[src/hw/rtl/iterated_murmur3_hash_unit_assert.svh]
// Assertion macros for the iterated hash unit.
`ifndef ITERATED_MURMUR3_HASH_UNIT_ASSERT_SVH
`define ITERATED_MURMUR3_HASH_UNIT_ASSERT_SVH

`ifndef ASSERT_OFF
`define ASSERT_IMPLIES(lbl, clk, rst, ante, cons) \
  lbl: assert property (@(posedge clk) disable iff (rst) (ante) |-> (cons)) \
    else $error("implication check failed");
`define ASSERT_NEXT(lbl, clk, rst, ante, cons) \
  lbl: assert property (@(posedge clk) disable iff (rst) (ante) |=> (cons)) \
    else $error("next-cycle check failed");
`else
`define ASSERT_IMPLIES(lbl, clk, rst, ante, cons)
`define ASSERT_NEXT(lbl, clk, rst, ante, cons)
`endif

`endif

[src/hw/rtl/imh_pkg.sv]
// Types, constants and helper functions shared by the iterated hash unit.
package imh_pkg;

  localparam int MAX_ROUNDS_DEF   = 8;
  localparam int STAGES_PER_ROUND = 5;
  localparam int ROUNDS_W         = 4;
  localparam int ADDR_W           = 3;

  // Register index decoded from the word address bit.
  localparam logic REG_ROUNDS = 1'b0;
  localparam logic [ROUNDS_W-1:0] ROUNDS_RESET = 4'd4;

  localparam logic [31:0] MH_SEED = 32'd312779;
  localparam logic [31:0] MH_MUL1 = 32'hcc9e2d51;
  localparam logic [31:0] MH_MUL2 = 32'h1b873593;
  localparam logic [31:0] MH_ADD  = 32'he6546b64;
  localparam logic [31:0] MH_FIN1 = 32'h85ebca6b;
  localparam logic [31:0] MH_FIN2 = 32'hc2b2ae35;
  localparam logic [31:0] MH_LEN  = 32'd4;
  localparam logic [31:0] MH_MUL5 = 32'd5;

  typedef struct packed {
    logic [31:0] key;
    logic        last_key;
  } in_item_t;

  typedef struct packed {
    logic [31:0] hash;
    logic        last_hash;
  } out_item_t;

  typedef struct packed {
    logic        valid;
    logic        active;
    logic        last;
    logic [31:0] data;
  } imh_stage_t;

  function automatic logic [31:0] rotl15(input logic [31:0] v);
    return {v[16:0], v[31:17]};
  endfunction

  function automatic logic [31:0] rotl13(input logic [31:0] v);
    return {v[18:0], v[31:19]};
  endfunction

endpackage

[src/hw/rtl/imh_round.sv]
// One hash round split into five register stages; inactive items pass through.
module imh_round (
  input  logic               clk,
  input  logic               rst,
  input  imh_pkg::imh_stage_t rin,
  input  logic               active,
  output imh_pkg::imh_stage_t rout
);
  import imh_pkg::*;

  imh_stage_t st [STAGES_PER_ROUND];
  imh_stage_t nxt [STAGES_PER_ROUND];

  function automatic logic [31:0] mix_k1(input logic [31:0] d);
    return d * MH_MUL1;
  endfunction

  function automatic logic [31:0] mix_k2(input logic [31:0] d);
    return rotl15(d) * MH_MUL2;
  endfunction

  function automatic logic [31:0] mix_h(input logic [31:0] d);
    logic [31:0] h;
    h = rotl13(MH_SEED ^ d);
    return h * MH_MUL5 + MH_ADD;
  endfunction

  function automatic logic [31:0] fin_a(input logic [31:0] d);
    logic [31:0] h;
    h = d ^ MH_LEN;
    h = h ^ (h >> 16);
    return h * MH_FIN1;
  endfunction

  function automatic logic [31:0] fin_b(input logic [31:0] d);
    logic [31:0] h;
    h = d ^ (d >> 13);
    h = h * MH_FIN2;
    return h ^ (h >> 16);
  endfunction

  always_comb begin
    nxt[0]        = rin;
    nxt[0].active = active;
    nxt[0].data   = active ? mix_k1(rin.data) : rin.data;
    for (int j = 1; j < STAGES_PER_ROUND; j++) begin
      nxt[j] = st[j-1];
    end
    if (st[0].active) nxt[1].data = mix_k2(st[0].data);
    if (st[1].active) nxt[2].data = mix_h(st[1].data);
    if (st[2].active) nxt[3].data = fin_a(st[2].data);
    if (st[3].active) nxt[4].data = fin_b(st[3].data);
  end

  // Only the valid bits are reset; the data fields simply follow them.
  always_ff @(posedge clk) begin
    for (int j = 0; j < STAGES_PER_ROUND; j++) begin
      if (rst) begin
        st[j].valid <= 1'b0;
      end else begin
        st[j].valid <= nxt[j].valid;
      end
      st[j].active <= nxt[j].active;
      st[j].last   <= nxt[j].last;
      st[j].data   <= nxt[j].data;
    end
  end

  assign rout = st[STAGES_PER_ROUND-1];

endmodule

[config.mk]
export PLATFORM = sky130hd
export DESIGN_NAME = imh_round
export DESIGN_NICKNAME = d
export VERILOG_FILES = /design/src/hw/rtl/iterated_murmur3_hash_unit_assert.svh /design/src/hw/rtl/imh_pkg.sv /design/src/hw/rtl/imh_round.sv
export SDC_FILE = /design/constraint.sdc
export NUM_CORES = 2
export LEC_CHECK = 0
export BUFFER_PORTS_ARGS = -buffer_cell sky130_fd_sc_hd__clkbuf_2
export CORE_ASPECT_RATIO = 1.2
export CORE_MARGIN = 5
export CORE_UTILIZATION = 50
export DETAILED_ROUTE_END_ITERATION = 8
export PLACE_DENSITY = 0.77
export SYNTH_ARGS = -nofsm -noshare
export SYNTH_HDL_FRONTEND = slang
export SYNTH_SLANG_ARGS = --single-unit
[constraint.sdc]
create_clock -name clk -period 7.2 [get_ports clk]
set_input_delay 0.72 -clock clk [delete_from_list [all_inputs] [get_ports clk]]
set_output_delay 0.72 -clock clk [all_outputs]
set_load 0.1 [all_outputs]
==> metrics.md <==
| Metric | Value |
|---|---|
| Setup violators final | 0 |
| Number of antenna-violating nets in the routed design | 0 |
| RSZ-0062 raised after global routing | true |
| Crit path max-delay family | adder cells |
| Area delta synth->final | 9.45% |
| Place WS | -0.117 ns |
| Seq/Total Area, Yosys | 8.50% |
| Row cnt | 115 |
| Die area | 88,300 um2 |
| Max-Cap Viols | 0 |
| Starting Density | 50.4% |
| Setup WS post-layout | 0.138 ns |
| Clock-pin slew on the worst setup and hold paths | 0.08 ns |
| Worst skew pair latency | 0.48 ns |
| Final net count | 5,984 |
| Post-synthesis register bit count | 175 |
| Dpl cells | 5,421 |
| Syn Std Cell Area | 41,200 um2 |
| Residual DRC | 0 |
| Core ar. | 81,900 um2 |
| Fin. Hold Viols | 0 |
| Number of synthesis warnings | 0 |
| Setup tns final | 0 ns |
| Hold_buf cts | 0 |
| Syn nets | 5,721 |
| Vias/cell | 5.28 |
| Ports | 73 |
| Post-synth EDFFs | 0 |
| Wirelength per Cell | 20.3 um |
| Worst endpoint required time | 7.56 ns |
| Clock root cell | clkbuf_16 |
| Fmax | 0.142 GHz |
| Synth async-reset ratio | 0% |
| Total number of vias | 28,800 |
| Final Max Slew Viols | 0 |
| Worst path bufs/invs | 5 |
| Drt pass-1 iters | 5 |
| Status | finished, final reports clean |
| Top reg by flops | st |
| Initial antenna violation count | 5 |
| Cell mode on critical path | fa_1 |
| Die X | 272 um |
| Post-Route WL | 111,000 um |
| Setup Crit Path Kind | reg2reg |
| CP Max Fanout | 3 |
| DP HPWL | 99,500 um |
| Fillers | 7,052 |
| Post-Layout Cell Count | 5,458 |
| Gpl congestion | 1.03 |
| CP max stage cell | fa_1 |
| Post-Syn Instances | 4,126 |
| Crit path capture type | flip-flop |
| Startpoint Class | flip-flop |
| Share of layout cells above drive strength 1 | 10.2% |
| Clock skew | 0.0199 ns |
| Starting DRT DRC Count | 1,645 |
| IO buf count | 71 |
| Worst slew margin | 28.7% |
| Vias in the first global route | 31,700 |
| CTS sink count | 175 |
| CTS buffer count | 17 |
| Cells along the critical path | xnor2_2 -> inv_1 -> ha_1 -> fa_1 -> inv_1 -> fa_1 -> fa_1 -> inv_1 -> fa_1 -> fa_1 -> fa_1 -> inv_1 -> fa_1 -> inv_1 -> ha_1 -> a21oi_1 -> o21bai_1 -> a21oi_1 -> nor2b_2 -> o211ai_1 -> a221oi_2 -> xnor2_1 -> xnor2_1 -> mux2_2 |
| Cell variety after synth | 80 |
| Crit share post-route | 98.1% |
| H-tree depth | 4 |
| Chip height | 325 um |
| First-pass GRT wire length | 175,000 um |
| Mean Syn Cell Area | 9.99 um2 |
| GRT Overall Usage | 25.7% |
| Crit path DAT | 7.42 ns |
| Total grt overflow | 0 |
| Max FFs per register | 175 |
| Slew of the pin with the lowest slew margin | 1.07 ns |
| Slowest stage delay, CP | 0.62 ns |
| CTS tree | built |
| HP Class | reg2reg |
| Dominant synthesized flop cell | dfxtp_1 |
| Clk buf depth | 2 |
| Largest net degree at the start of global routing | 54 |
| Post-route minimum period | 7.06 ns |
| Biggest registers after layout | st x175 |
-- layout by cell type, fill, tap and decap left out, types with 9 or more instances in the layout --
| cell | synthesis | routed |
|---|---|---|
| mux2_2 | 69 | 69 |
| dfxtp_2 | 0 | 12 |
| clkbuf_2 | 0 | 71 |
| o21a_1 | 28 | 27 |
| nand2_1 | 84 | 84 |
| clkbuf_16 | 0 | 17 |
| o21bai_1 | 10 | 10 |
| a21oi_1 | 110 | 105 |
| nor2b_1 | 17 | 16 |
| fa_1 | 745 | 741 |
| xor2_1 | 79 | 76 |
| o31ai_1 | 14 | 13 |
| ha_1 | 812 | 809 |
| dfxtp_1 | 175 | 163 |
| nand2b_1 | 18 | 18 |
| and3_1 | 10 | 10 |
| inv_1 | 1258 | 1258 |
| a211oi_1 | 10 | 10 |
| nor3_1 | 25 | 25 |
| o21ai_0 | 86 | 85 |
| buf_4 | 0 | 197 |
| mux2i_1 | 13 | 13 |
| xnor2_1 | 217 | 211 |
| nor2_1 | 81 | 81 |
| a31oi_1 | 10 | 9 |
| a21o_1 | 59 | 59 |
| nand3_1 | 24 | 24 |
-- area by class of cell --
cell class / instances / area (um2) / share of cell area [%]
inverter: 1258 / 4720 / 10.5
tap: 1053 / 1320 / 2.92
multi-input combinational: 2666 / 33100 / 73.4
sequential: 175 / 3520 / 7.80
antenna: 3 / 7.51 / 0.0166
clock buffer: 17 / 425 / 0.943
timing repair buffer: 271 / 1880 / 4.16
clock inverter: 15 / 154 / 0.341
-- cells by family after synthesis --
family / after synthesis / synth area share, %
and+or+nand+nor: 307 / 3.58
DFF: 175 / 8.50
xor gates and xnor gates: 297 / 6.34
muxes: 82 / 2.20
AOI/OAI and AO/OA: 423 / 6.89
adders and majority gates: 1557 / 60.8
buffers and inverters: 1285 / 11.7
-- worst reg2reg max path: cells and delay by family (launching register included) --
| kind | cells | cell delay, ns |
|---|---|---|
| AND/OR/NAND/NOR | 1 | 0.21 |
| buffers and inverters | 5 | 0.39 |
| flip-flops | 1 | 0.35 |
| adder cells (fa/ha/maj) | 9 | 4.12 |
| multiplexers | 1 | 0.27 |
| AO/OA/AOI/OAI | 5 | 1.01 |
| XOR/XNOR | 3 | 0.62 |
-- Yosys cell counts (all sizes together), types with 13 or more instances --
cell type | count | area [um2]
nand3 | 24 | 120
a21oi | 113 | 577
ha | 812 | 10200
o31ai | 15 | 118
o21ai | 95 | 487
xnor2 | 217 | 1900
clkbuf | 22 | 82.6
fa | 745 | 14900
nand2 | 84 | 315
mux2 | 69 | 777
o21a | 28 | 210
nor2b | 17 | 106
a211oi | 14 | 125
mux2i | 13 | 130
nor3 | 25 | 125
xor2 | 79 | 692
a21o | 59 | 443
nor2 | 81 | 304
nand2b | 18 | 113
inv | 1258 | 4720
dfxtp | 175 | 3500
-- path summary, 6_finish.rpt --
check                    start           endpoint  slack, ns  cells after the start
max          st[3][12]$_DFF_P_  st[4][15]$_DFF_P_       0.14                     24
min          st[1][32]$_DFF_P_  st[2][32]$_DFF_P_       0.33                      0
max reg2reg  st[3][12]$_DFF_P_  st[4][15]$_DFF_P_       0.14                     24
min reg2reg  st[1][32]$_DFF_P_  st[2][32]$_DFF_P_       0.33                      0
-- layer usage --
metal  GRT usage [%]  up-vias  share of wire (%)
met2            46.6      868                 51
met3            3.71      346                4.6
met1            29.2    14300                 37
li1                -    13300                  -
met5               0        -              0.012
met4            13.7        2                7.0
-- timing repair --
action	4_1_cts	5_1_grt
gates resized for setup	6	41
endpoints found under the setup margin	7	18
pin swaps	1	14
setup buffers	0	2
-- metrics by stage --
| stage | util [%] | instance area, um2 | hold slack (ns) |
|---|---|---|---|
| 2_1_floorplan | - | 41200 | 0.310 |
| 3_3_place_gp | 54.1 | 44300 | 0.311 |
| 3_5_place_dp | 54.1 | 44300 | 0.316 |
| 4_1_cts | 54.9 | 44900 | 0.306 |
| 5_1_grt | 55.1 | 45100 | 0.315 |
| 6_report | 55.1 | 45100 | 0.332 |
Power is not shown: default switching activity piles up to over one toggle a cycle in this logic, so the estimate is an artifact.
